===== config.mk =====
export PLATFORM = sky130hd
export DESIGN_NAME = module_slot_fuel_table
export DESIGN_NICKNAME = d
export VERILOG_FILES = /design/src/msft_pkg.sv /design/src/module_slot_fuel_table.sv
export VERILOG_INCLUDE_DIRS = /design/src /design/src/src
export SDC_FILE = /design/constraint.sdc
export NUM_CORES = 1
export LEC_CHECK = 0
export BUFFER_PORTS_ARGS = -buffer_cell sky130_fd_sc_hd__buf_2
export CORE_ASPECT_RATIO = 1.2
export CORE_MARGIN = 2
export CORE_UTILIZATION = 30
export CTS_CLUSTER_SIZE = 8
export DETAILED_ROUTE_END_ITERATION = 6
export PLACE_DENSITY_LB_ADDON = 0.1
export SLEW_MARGIN = 40
export SYNTH_ARGS = -nofsm -noshare
export SYNTH_HDL_FRONTEND = slang
export SYNTH_SLANG_ARGS = --single-unit

===== constraint.sdc =====
create_clock -name aclk -period 17.6 [get_ports aclk]
set_input_delay 0.88 -clock aclk [delete_from_list [all_inputs] [get_ports aclk]]
set_output_delay 0.88 -clock aclk [all_outputs]
set_load 0.03 [all_outputs]

===== src/module_slot_fuel_table_assert.svh =====
// Assertion macros for the module slot fuel table.
// Included by the RTL files that carry concurrent checks; no other dependencies.
`ifndef MODULE_SLOT_FUEL_TABLE_ASSERT_SVH
`define MODULE_SLOT_FUEL_TABLE_ASSERT_SVH

`ifndef SYNTHESIS
// Same-cycle implication, checked outside reset
`define MSFT_ASSERT_IMPLY(label, clk, rstn, ante, cons) \
    label: assert property (@(posedge clk) disable iff (!rstn) (ante) |-> (cons)) \
        else $error("msft: same-cycle check failed");
// Next-cycle implication, checked outside reset
`define MSFT_ASSERT_NEXT(label, clk, rstn, ante, cons) \
    label: assert property (@(posedge clk) disable iff (!rstn) (ante) |=> (cons)) \
        else $error("msft: next-cycle check failed");
`else
`define MSFT_ASSERT_IMPLY(label, clk, rstn, ante, cons)
`define MSFT_ASSERT_NEXT(label, clk, rstn, ante, cons)
`endif

`endif


===== src/msft_pkg.sv =====
// Shared types and constants for the module slot fuel table.
// No dependencies.
package msft_pkg;

    // Request kinds carried in the input tuser
    typedef enum logic [1:0] {
        REQ_LOAD   = 2'd0,
        REQ_INST   = 2'd1,
        REQ_CHARGE = 2'd2,
        REQ_STATUS = 2'd3
    } req_t;

    // Slot lifecycle codes as reported in slot_status
    typedef enum logic [2:0] {
        LC_UNLOADED     = 3'd0,
        LC_LOADED       = 3'd1,
        LC_INSTANTIATED = 3'd2,
        LC_RUNNING      = 3'd3,
        LC_TRAPPED      = 3'd4
    } lifecycle_t;

    // Configuration register indexes
    typedef enum logic {
        CFG_PAGE_LIMIT  = 1'b0,
        CFG_FUEL_BUDGET = 1'b1
    } cfg_idx_t;

    localparam int unsigned PAGE_W = 17;
    localparam int unsigned FUEL_W = 32;
    localparam int unsigned IDX_W  = 4;

    localparam logic [PAGE_W-1:0] DEFAULT_PAGES = 17'd256;
    localparam logic [FUEL_W-1:0] DEFAULT_FUEL  = 32'd1000000;

endpackage


===== src/module_slot_fuel_table.sv =====
// Module slot fuel table: slot lifecycle, fuel credit and import mask per slot.
// Depends on msft_pkg and module_slot_fuel_table_assert.svh.
//
//  channel | direction | handshake          | payload
//  s_      | in        | s_tvalid/s_tready  | s_tdata, s_tuser (request kind)
//  m_      | out       | m_tvalid/m_tready  | m_tdata (result word)
//  cfg_    | in        | cfg_we             | cfg_index, cfg_wdata
//
// Each word is handled as a slot read, then the update, write-back and output
// load; s_tready stays low until the update completes, so reads never see stale slots.
// The update stalls while the output register holds a word not yet taken.
// Reset clears the fill count and loads the register defaults; slot entries are
// not cleared (only slots below the fill count are ever used), so no clearing pass.
`include "module_slot_fuel_table_assert.svh"

module module_slot_fuel_table #(
    parameter int unsigned SLOT_COUNT  = 16,
    parameter int unsigned IMPORT_BITS = 16
) (
    input  logic        aclk,
    input  logic        aresetn,
    // tdata from bit 0: slot_index[3:0], page_request[16:0],
    // needed_imports[15:0], granted_mask[15:0], fuel_charge[31:0], zero pad
    input  logic [87:0] s_tdata,
    // tuser: req_type[1:0]
    input  logic [1:0]  s_tuser,
    input  logic        s_tvalid,
    output logic        s_tready,
    // tdata from bit 0: fail, new_slot[3:0], slot_status[2:0],
    // slots_used[4:0], fuel_left[31:0], zero pad
    output logic [47:0] m_tdata,
    output logic        m_tvalid,
    input  logic        m_tready,
    input  logic        cfg_we,
    input  logic        cfg_index,
    input  logic [31:0] cfg_wdata
);
    import msft_pkg::*;

    localparam int unsigned ADDR_W = (SLOT_COUNT > 1) ? $clog2(SLOT_COUNT) : 1;
    localparam int unsigned CNT_W  = $clog2(SLOT_COUNT + 1);
    localparam int unsigned CMP_W  = (CNT_W > IDX_W) ? CNT_W : IDX_W;

    // Slot memories
    lifecycle_t              life_mem [SLOT_COUNT];
    logic [FUEL_W-1:0]       fuel_mem [SLOT_COUNT];
    logic [IMPORT_BITS-1:0]  imp_mem  [SLOT_COUNT];

    // Control and configuration
    logic                    busy_reg, busy_next;
    logic [CNT_W-1:0]        used_count_reg, used_count_next;
    logic [PAGE_W-1:0]       page_limit_reg;
    logic [FUEL_W-1:0]       fuel_budget_reg;
    logic                    m_tvalid_reg;

    // Request held for the update cycle
    req_t                    req_reg;
    logic [IDX_W-1:0]        idx_reg;
    logic [PAGE_W-1:0]       pages_reg;
    logic [IMPORT_BITS-1:0]  needed_reg;
    logic [IMPORT_BITS-1:0]  granted_reg;
    logic [FUEL_W-1:0]       charge_reg;

    // Read data
    lifecycle_t              rd_life_reg;
    logic [FUEL_W-1:0]       rd_fuel_reg;
    logic [IMPORT_BITS-1:0]  rd_imp_reg;

    // Output word
    logic [47:0]             m_tdata_reg, m_tdata_next;

    // Update cycle signals
    logic                    accept;
    logic                    out_free;
    logic                    finish;
    logic [PAGE_W-1:0]       limit;
    logic [FUEL_W-1:0]       budget;
    logic                    idx_ok;
    logic                    load_ok;
    logic                    wr_en;
    logic [ADDR_W-1:0]       wr_addr;
    lifecycle_t              wr_life;
    logic [FUEL_W-1:0]       wr_fuel;
    logic [IMPORT_BITS-1:0]  wr_imp;
    logic                    res_fail;
    logic [IDX_W-1:0]        res_slot;
    lifecycle_t              res_status;
    logic [FUEL_W-1:0]       res_fuel;

    assign s_tready = !busy_reg;
    assign accept   = s_tvalid && s_tready;
    assign out_free = !m_tvalid_reg || m_tready;
    assign finish   = busy_reg && out_free;
    assign m_tvalid = m_tvalid_reg;
    assign m_tdata  = m_tdata_reg;

    // Configuration writes
    always_ff @(posedge aclk) begin
        if (!aresetn) begin
            page_limit_reg  <= DEFAULT_PAGES;
            fuel_budget_reg <= DEFAULT_FUEL;
        end else if (cfg_we) begin
            case (cfg_idx_t'(cfg_index))
                CFG_PAGE_LIMIT:  page_limit_reg  <= cfg_wdata[PAGE_W-1:0];
                CFG_FUEL_BUDGET: fuel_budget_reg <= cfg_wdata;
                default: ;
            endcase
        end
    end

    // Capture the request and read the addressed slot
    always_ff @(posedge aclk) begin
        if (accept) begin
            req_reg     <= req_t'(s_tuser);
            idx_reg     <= s_tdata[3:0];
            pages_reg   <= s_tdata[20:4];
            needed_reg  <= IMPORT_BITS'(s_tdata[36:21]);
            granted_reg <= IMPORT_BITS'(s_tdata[52:37]);
            charge_reg  <= s_tdata[84:53];
            rd_life_reg <= life_mem[ADDR_W'(s_tdata[3:0])];
            rd_fuel_reg <= fuel_mem[ADDR_W'(s_tdata[3:0])];
            rd_imp_reg  <= imp_mem[ADDR_W'(s_tdata[3:0])];
        end
    end

    // Write back the updated slot
    always_ff @(posedge aclk) begin
        if (wr_en) begin
            life_mem[wr_addr] <= wr_life;
            fuel_mem[wr_addr] <= wr_fuel;
            imp_mem[wr_addr]  <= wr_imp;
        end
    end

    // Update the slot and form the result
    always_comb begin
        limit   = (page_limit_reg == '0) ? DEFAULT_PAGES : page_limit_reg;
        budget  = (fuel_budget_reg == '0) ? DEFAULT_FUEL : fuel_budget_reg;
        idx_ok  = CMP_W'(idx_reg) < CMP_W'(used_count_reg);
        load_ok = (used_count_reg < CNT_W'(SLOT_COUNT)) && (pages_reg <= limit);

        wr_en      = 1'b0;
        wr_addr    = ADDR_W'(idx_reg);
        wr_life    = rd_life_reg;
        wr_fuel    = rd_fuel_reg;
        wr_imp     = rd_imp_reg;
        res_fail   = 1'b1;
        res_slot   = '0;
        res_status = LC_UNLOADED;
        res_fuel   = '0;
        used_count_next = used_count_reg;

        case (req_reg)
            REQ_LOAD: begin
                if (load_ok) begin
                    wr_en      = finish;
                    wr_addr    = ADDR_W'(used_count_reg);
                    wr_life    = LC_LOADED;
                    wr_fuel    = budget;
                    wr_imp     = needed_reg;
                    res_fail   = 1'b0;
                    res_slot   = IDX_W'(used_count_reg);
                    used_count_next = used_count_reg + CNT_W'(1);
                end
            end
            REQ_INST: begin
                if (idx_ok && rd_life_reg == LC_LOADED &&
                    (rd_imp_reg & ~granted_reg) == '0) begin
                    wr_en    = finish;
                    wr_life  = LC_INSTANTIATED;
                    res_fail = 1'b0;
                end
            end
            REQ_CHARGE: begin
                if (idx_ok) begin
                    wr_en = finish;
                    if (charge_reg > rd_fuel_reg) begin
                        wr_fuel = '0;
                        wr_life = LC_TRAPPED;
                    end else begin
                        wr_fuel  = rd_fuel_reg - charge_reg;
                        res_fail = 1'b0;
                    end
                end
            end
            REQ_STATUS: begin
                if (idx_ok) begin
                    res_fail = (rd_life_reg == LC_TRAPPED);
                end
            end
            default: ;
        endcase

        // Report the slot after the request when one is involved
        if ((req_reg == REQ_LOAD && load_ok) || (req_reg != REQ_LOAD && idx_ok)) begin
            res_status = wr_life;
            res_fuel   = wr_fuel;
        end

        if (!finish) begin
            used_count_next = used_count_reg;
        end

        m_tdata_next = {3'b000, res_fuel, 5'(used_count_next), 3'(res_status),
                        res_slot, res_fail};

        busy_next = busy_reg;
        if (accept) begin
            busy_next = 1'b1;
        end else if (finish) begin
            busy_next = 1'b0;
        end
    end

    // Control state
    always_ff @(posedge aclk) begin
        if (!aresetn) begin
            busy_reg       <= 1'b0;
            used_count_reg <= '0;
            m_tvalid_reg   <= 1'b0;
        end else begin
            busy_reg       <= busy_next;
            used_count_reg <= used_count_next;
            if (finish) begin
                m_tvalid_reg <= 1'b1;
            end else if (m_tready) begin
                m_tvalid_reg <= 1'b0;
            end
        end
    end

    // Output word
    always_ff @(posedge aclk) begin
        if (finish) begin
            m_tdata_reg <= m_tdata_next;
        end
    end

    // Checks
    `MSFT_ASSERT_IMPLY(a_count_bound, aclk, aresetn, 1'b1, used_count_reg <= CNT_W'(SLOT_COUNT))
    `MSFT_ASSERT_NEXT(a_finish_shows, aclk, aresetn, finish, m_tvalid_reg && !busy_reg)
    `MSFT_ASSERT_NEXT(a_count_only_load, aclk, aresetn, !(finish && req_reg == REQ_LOAD && load_ok), $stable(used_count_reg))

endmodule


---- After elaboration in Yosys (flattened, before gate mapping) ----
Memories as Yosys holds them, arrays and structs flattened. A register that Yosys moved wholly into a read port is not among the register bits.
Index checks and enable logic that the tools add are counted.
word-level totals
  register bits after elaboration ......... 188
  RAM bits ................................ 816
  memories kept ........................... 3
  output and inout port bits .............. 50
  input bits .............................. 128
memory list
  memory    depth  width  read ports  clocked after memory_dff  wr ports  line                          text
  fuel_mem  16     32     1           1                         1         module_slot_fuel_table.sv:46  logic [FUEL_W-1:0] fuel_mem [SLOT_COUNT];
  imp_mem   16     16     1           1                         1         module_slot_fuel_table.sv:47  logic [IMPORT_BITS-1:0] imp_mem [SLOT_COUNT];
  life_mem  16     3      1           1                         1         module_slot_fuel_table.sv:45  lifecycle_t life_mem [SLOT_COUNT];
operators by class
  add/sub/neg operators ................... 2
  magnitude comparators ................... 4
  multiplexer cells ....................... 34
  eq/ne operators ......................... 5
  reductions and logical operators ........ 21
  bitwise gates (word level) .............. 3
operator list
  cell                   number
  $mux W32               4
  $pmux W32 S2           1
  $gt A32 B32 Y1         1
  $logic_not A32 Y1      1
  $mux W16               2
  $sub A32 B32 Y32       1
  $le A17 B17 Y1         1
  $logic_not A17 Y1      1
  $mux W17               1
  $and A16 B16 Y16       1
  $logic_not A16 Y1      1
  $not A16 Y16           1
  $mux W5                3
  $mux W1                14
  $mux W3                4
  $pmux W3 S3            1
  $mux W4                2
  $logic_and A1 B1 Y1    7
  $reduce_and A2 Y1      3
  $reduce_bool A2 Y1     3
  $add A5 B1 Y5 const B  1
  $lt A4 B5 Y1           1
  $lt A5 B5 Y1 const B   1
  $eq A2 B2 Y1 const B   2
  other kinds (9)        11

---- Logic depth before layout (Yosys ltp) ----
Gate-level depths: netlist of the first run.
  depth in word-level cells ............... 8
  mapped depth ............................ 13
  depth with buffers taken out ............ 12

---- Least setup slack after synthesis of the first run ----
OpenSTA, ideal clock, no wires.
  path type ............................... input -> register
  start point ............................. in s_tvalid
  end point ............................... reg charge_reg[0] (enable)
  buffers on the path ..................... 0
  library setup time ...................... 0.653 ns
  stages .................................. 1
  slack ................................... 10.091 ns
  arrival ................................. 6.855 ns
  cells stage by stage .................... nor2b_1
between the ends
  cells in the longest elaborated chain, start to end .. 1
ends and longest elaborated chain
  item                  line                           text
  from (decl)           module_slot_fuel_table.sv:27   input logic s_tvalid,
  $logic_and A1 B1 Y1   module_slot_fuel_table.sv:91   assign accept = s_tvalid && s_tready;
  to (signal assigned)  module_slot_fuel_table.sv:119  charge_reg <= s_tdata[84:53];
  to (decl)             module_slot_fuel_table.sv:62   logic [FUEL_W-1:0] charge_reg;
Every way passes these cells.
A chain may end at the register's enable or synchronous reset.

---- Worst setup path in the final report of the first run ----
  start point ............................. reg page_limit_reg[2]
  end point ............................... mem fuel_mem[9][20] (data pin)
between the ends
  cells in the longest elaborated chain, start to end .. 6
ends and longest elaborated chain
  item                     line                           text
  from (decl)              module_slot_fuel_table.sv:52   logic [PAGE_W-1:0] page_limit_reg;
  from (signal assigned)   module_slot_fuel_table.sv:104  CFG_PAGE_LIMIT: page_limit_reg <= cfg_wdata[PAGE_W-1:0];
  $logic_not A17 Y1        module_slot_fuel_table.sv:137  limit = (page_limit_reg == '0) ? DEFAULT_PAGES : page_limit_reg;
  $mux W17 (*)             module_slot_fuel_table.sv:137
  $le A17 B17 Y1 (*)       module_slot_fuel_table.sv:140  load_ok = (used_count_reg < CNT_W'(SLOT_COUNT)) && (pages_reg <= limit);
  $logic_and A1 B1 Y1 (*)  module_slot_fuel_table.sv:140
  $mux W32 (*)             module_slot_fuel_table.sv:155  if (load_ok) begin
  $pmux W32 S2 (*)         module_slot_fuel_table.sv:153  case (req_reg)
  via wr_fuel[20]          module_slot_fuel_table.sv:83   logic [FUEL_W-1:0] wr_fuel;
  to (decl)                module_slot_fuel_table.sv:46
Mark *: on every way through the listed nets, which the timed path passes. The rest lies on a longest branch.

==> out/results.tsv, run 1 <==
metric	value	unit
insertion_delay	0.77	ns
rows	151	
fin_tns_setup	0	ns
cts.sinks	1055	
ys_async_sr_fraction	0	
relSlewSlack	0.423	
cts_made_buffers	151	
num_vias	22671	
tightest_slew	0.862	ns
clkTransAtPathRegs	0.05	ns
avgSynthCellArea	18.6	µm²
antenna_left	0	
min_period_over_period	0.292	
wl_met1	54.8	mm
fmax	195	MHz
power_density	119	nW/µm²
synth_ff_type	edfxtp_1	
drive_gt1_frac	0.276	
largest_reg_flops	512	
top_regs	fuel_mem (512), imp_mem (256), life_mem (48)	
grt_pass1_vias	24353	
htree_levels	4	
first_pass_iters	6	
drt_wl_total	125	mm
dr.first_iter.drc_count	1694	
wl_met3	5.70	mm
cp-start-kind	flip-flop	
yosysUniqueCellTypes	78	
syn_inst	2279	
gp_congestion	0.880	
largest_register	fuel_mem	
grt_first_pass_wirelength	179	mm
top_layer	met4	
synth_edf_count	999	
cp-end-kind	flip-flop	
antenna_found_initial	3	
dpl.hpwl	75.4	mm
p_sw	1.38	mW
die_y	416	µm
cts_tree	yes	
internal_power	4.58	mW
overflow	0	
peakVddDrop	0.0994	mV
worst_ep_arrival_time	5.52	ns
required	17.99	ns
hold_path_class	in -> reg	
worst_hold_startpoint	s_tdata[71]	
grtUsageTotal	0.175	
p_clk_frac	0.436	
vias_per_cell	5.10	
power.leakage	16.5	nW
root_buffer	clkbuf_16	
outcome	complete, no violations	
finClkSkew	0.0300	ns
drv_slew	0	
num_io_pins	178	
whs	0.294	ns
wl_per_cell	28.2	µm
netlist_area	42500	µm²
power_frac_comb	0.080	
reg2reg_slack	12.47	ns
hold_violations	0	
startpoint	page_limit_reg[2]$_SDFFE_PN0P_	
p_seq_frac	0.484	
grt_max_degree	73	
antenna_cells	0	
die_w	347	µm
dr_wl_met2	61.6	mm
sw_frac_of_total	0.232	
core_area	141000	µm²
initial_core_util	0.302	
critPathKind	reg -> reg	
cp_max_fo	31	
r2r_start	page_limit_reg[2]$_SDFFE_PN0P_	
nets	2745	
area_delta_synth_final	18.3	%
drc	0	
cts_setup_buffers	0	
io_buffers	171	
clk_path_buf_depth	3	
dieArea	145000	µm²
ys_ff_latch	1055	
ctsResizeCount	0	
fin_crit	5.13	ns
synth_warnings	0	
maxCapViolCount	0	
cts_hold_buf	0	
yosysSeqAreaShare	0.733	
setup-violations-final	0	
rsz0062_at_grt	false	
==> cells in the mapped netlist, types with 7 or more instances <==
cell type,instances,area share
edfxtp_1,999,0.71
mux4_2,255,0.14
nand2_1,201,0.018
inv_1,74,0.0065
nor2_1,70,0.0062
clkbuf_1,62,0.0055
a21oi_1,61,0.0072
dfxtp_1,56,0.026
ha_1,53,0.016
a21boi_0,43,0.0076
o21ai_0,34,0.0040
nand3_1,30,0.0035
nor2b_1,25,0.0037
buf_2,24,0.0028
nor3_1,20,0.0024
xnor2_1,17,0.0035
buf_1,16,0.0014
nor4_1,16,0.0024
a31oi_1,14,0.0021
nand4_1,14,0.0021
a21o_1,13,0.0023
and3_1,11,0.0016
o22ai_1,11,0.0016
a22oi_1,10,0.0018
and2_1,10,0.0015
a211oi_1,9,0.0016
xor2_1,9,0.0019
o31ai_1,7,0.0012
==> routing by layer <==
metal  GRT usage  vias to the layer above
li1            -                     9739
met1       0.230                    12062
met2       0.293                      660
met3      0.0319                      210
met4      0.0534                        0
met5           0                        -
==> cells in the final DEF (no fill, tap or decap), types with 7 or more instances in the layout <==
cell,n
dfxtp_1,56
nand3_1,30
a21o_1,13
clkbuf_16,154
o21ai_1,7
a31oi_1,12
mux4_2,255
xor2_1,9
buf_4,47
xnor2_1,17
and2_1,8
a211oi_1,8
and3_1,11
buf_16,7
nor3_1,20
inv_1,74
ha_1,53
o21ai_0,31
nor2b_1,23
edfxtp_1,999
a22oi_1,10
nor2_4,17
clkbuf_1,31
nand2_1,200
a21oi_1,61
o22ai_1,11
nor4_1,16
buf_8,7
nand4_1,14
nor2_1,51
a21boi_0,43
inv_6,8
buf_2,167
==> worst max-delay path: stages, from the launching register on <==
cell	delay (ns)
dfxtp_1	0.32
nor4_1	0.45
a41oi_1	0.21
ha_1	0.37
nand4_1	0.17
a2111oi_4	0.39
nor4_2	0.17
o21ai_4	0.61
buf_4	0.65
nor2_4	0.22
a222oi_1	0.72
inv_1	0.42
==> metrics by stage <==
step,setup slack (ns),power (mW),util,std cells,instance area [µm²]
after floorplan,10.09,3.22,-,2281,42500
after global placement,11.42,3.40,0.325,4230,45700
after detailed placement,11.99,3.41,0.327,4244,46100
after CTS,11.96,6.05,0.357,4442,50200
after global routing,12.21,6.18,0.357,4444,50200
final,12.47,5.96,0.357,4444,50200
==> path summary, 6_finish.rpt <==
check / depth (start not counted) / endpoint
worst max-delay path: 11 / fuel_mem[9][20]$_DFFE_PP_
worst min-delay path: 1 / charge_reg[18]$_DFFE_PP_
worst max register to register: 11 / fuel_mem[9][20]$_DFFE_PP_
worst min register to register: 2 / page_limit_reg[8]$_SDFFE_PN1P_
==> cells by family after synthesis <==
kind of cell / after synthesis / synth area share
flops: 1055 / 0.733
simple gates: 421 / 0.0453
compound gates: 280 / 0.0464
mux: 258 / 0.136
buf+inv: 184 / 0.0179
fa+ha+maj: 54 / 0.0161
xor+xnor: 26 / 0.00536
other cells: 1 / 0.0000883
==> cell type report <==
cell class / count / area, µm²
Timing Repair Buffer: 239 / 1640
Tap cell: 1836 / 2300
Clock inverter: 12 / 120
Sequential cell: 1055 / 31100
Multi-Input combinational cell: 1042 / 10800
Inverter: 74 / 278
Fill cell: 13140 / 90500
Clock buffer: 186 / 3980
==> power groups by stage <==
| stage | Sequential [mW] | Combinational (mW) | Clock (mW) |
|---|---|---|---|
| 2_1_floorplan | 2.93 | 0.286 | 0 |
| 3_5_place_dp | 2.93 | 0.487 | 0 |
| 4_1_cts | 2.88 | 0.488 | 2.68 |
| 6_report | 2.88 | 0.479 | 2.60 |
| 5_1_grt | 2.88 | 0.523 | 2.78 |
| 3_3_place_gp | 2.93 | 0.472 | 0 |
(Power assumes the default switching activity.)
==> run 2: changes to the inputs <==
- clock period: 17.6 -> 4.3 ns (I/O delays scaled with it)
==> run 2 against run 1 <==
Against the previous run:
- non-clock buffer count grew 211
- utilization is 1.7 points higher
- highest routed layer unchanged
- clock skew is 0.011 ns higher
- count of clock-buffer cells in the layout decreased by 4
==> out/results.tsv, run 2 (synthesized netlist as in run 1, its figures left out) <==
metric	value	unit	change
startpoint	page_limit_reg[9]$_SDFFE_PN0P_		
hold_path_class	in -> reg		
dp.cells	4303		+1.4%
cp-end-kind	flip-flop		
mostFrequentLayoutCells	edfxtp_1 (999), mux4_2 (255), nand2_1 (200)		
power_density	469	nW/µm²	+300%
antenna_left	0		unchanged
num_io_pins	178		unchanged
worst_ep_arrival_time	4.55	ns	-0.97 ns
largest_reg_flops	512		unchanged
peakVddDrop	0.386	mV	+290%
reg2reg_slack	0.16	ns	-12.31 ns
multi_input_area	10800	µm²	-0.43%
final-instance-count-excl-fill	4661		+4.9%
num_vias	23260		+2.6%
cts_made_buffers	151		unchanged
largest_register	fuel_mem		
insertion_delay	0.78	ns	about the same
cts.sinks	1055		unchanged
top_regs	fuel_mem (512), imp_mem (256), life_mem (48)		
io_buffers	171		unchanged
wl_per_cell	27.0	µm	-4.2%
hold_violations	0		unchanged
finClkSkew	0.0406	ns	+0.0106 ns
cts_tree	yes		
finalPower	24.7	mW	+320%
initial_core_util	0.302		unchanged
gp_congestion	0.886		+0.74%
power.leakage	17.6	nW	+6.5%
fmax	241	MHz	+24%
worst_hold_startpoint	s_tdata[50]		
tightest_slew	0.799	ns	-0.0634 ns
antenna_found_initial	6		+3
drt_wl_total	126	mm	+0.51%
htree_levels	4		unchanged
layout_commonest_cell	edfxtp_1		
relSlewSlack	0.464		+0.0414
area_delta_synth_final	24.1	%	
clkTransAtPathRegs	0.05	ns	about the same
dr.first_iter.drc_count	1593		-6.0%
placed_cell_area	46900	µm²	+1.8%
whs	0.141	ns	-0.153 ns
grt_max_degree	85		+16%
required	4.71	ns	-13.28 ns
outcome	complete, no violations		
root_buffer	clkbuf_16		
dieArea	145000	µm²	unchanged
grtUsageTotal	0.176		+0.000879
drive_gt1_frac	0.273		-0.00293
cts_setup_buffers	0		unchanged
vias_per_cell	4.99		-2.2%
critPathKind	reg -> reg		
dpl.hpwl	78.4	mm	+3.9%
grt_pass1_vias	25268		+3.8%
r2r_start	page_limit_reg[9]$_SDFFE_PN0P_		
stdcell_area	52700	µm²	+4.8%
rsz0062_at_grt	false		
first_pass_iters	7		+1
core_area	141000	µm²	unchanged
drc	0		unchanged
nFillCells	12934		-1.6%
fin_crit	4.14	ns	-0.993 ns
die_y	416	µm	unchanged
cp-start-kind	flip-flop		
maxCapViolCount	0		unchanged
drv_slew	0		unchanged
setup-violations-final	0		unchanged
grt_first_pass_wirelength	181	mm	+1.0%
cp_max_fo	16		-48%
nets	2956		+7.7%
overflow	0		unchanged
fin_tns_setup	0	ns	unchanged
min_period_over_period	0.963		+0.671
die_w	347	µm	unchanged
clk_path_buf_depth	3		unchanged
seq_area	31100	µm²	unchanged
rows	151		unchanged
==> run 2: cell types whose count changed in the layout (fill, tap and decap cells not counted), moves of 4 or more <==
cell           before  now
buf_6               6    1
clkinv_8            1    5
dlygate4sd3_1       0  154
buf_4              47   78
buf_8               7    2
buf_16              7    1
inv_6               8    2
clkinv_16           0    5
buf_12              3   47
==> run 2: layout make-up <==
cell class              instances  share of cell area
flip-flops and latches       1055               0.591
multi-input cells            1042               0.204
repair buffers                450              0.0756
clock buffers                 182              0.0741
well taps                    1836              0.0436
clock inverters                20             0.00627
inverters                      74             0.00527
diodes                          2           0.0000950
==> run 2: power breakdown <==
| group | switching, mW | total, mW | internal (mW) |
|---|---|---|---|
| clock network | 4.39 | 10.8 | 6.37 |
| logic | 1.36 | 2.17 | 0.813 |
| registers | 0.116 | 11.8 | 11.7 |
| total | 5.87 | 24.7 | 18.9 |
==> run 2: worst max-delay path, cell delays in order (launching register included) <==
cell and delay [ns]:
dfxtp_1 0.32, nor4_1 0.50, a41oi_1 0.20, ha_1 0.37, nand4_1 0.19, a2111oi_4 0.40
nor4_2 0.12, buf_4 0.18, o21ai_4 0.37, nor2_4 0.16, a222oi_1 0.58, inv_1 0.39
==> run 2: what timing repair did <==
action                    CTS  global route
hold buffers              154             0
gates resized for setup     0             0
hold endpoints to repair  139             0
==> run 2: worst paths after layout <==
path / end / cells after the start
setup / recovery: fuel_mem[4][20]$_DFFE_PP_ / 11
hold / removal: granted_reg[13]$_DFFE_PP_ / 2
setup reg to reg: fuel_mem[4][20]$_DFFE_PP_ / 11
hold reg to reg: page_limit_reg[16]$_SDFFE_PN0P_ / 2
==> run 2: layer usage <==
metal / vias up / wire length, µm / GRT usage / part of all wire
li1: 10161 / - / - / -
met1: 12322 / 54000 / 0.226 / 0.43
met2: 610 / 64200 / 0.304 / 0.51
met3: 167 / 5020 / 0.0289 / 0.040
met4: 0 / 2810 / 0.0508 / 0.022
met5: - / 0 / 0 / 0
==> run 2: metrics by stage <==
| step | util | setup slack (ns) |
|---|---|---|
| after floorplan | - | -0.644 |
| after global placement | 0.333 | 0.0982 |
| after detailed placement | 0.333 | 0.203 |
| after CTS | 0.374 | 0.179 |
| after global routing | 0.374 | 0.00467 |
| final | 0.374 | 0.159 |
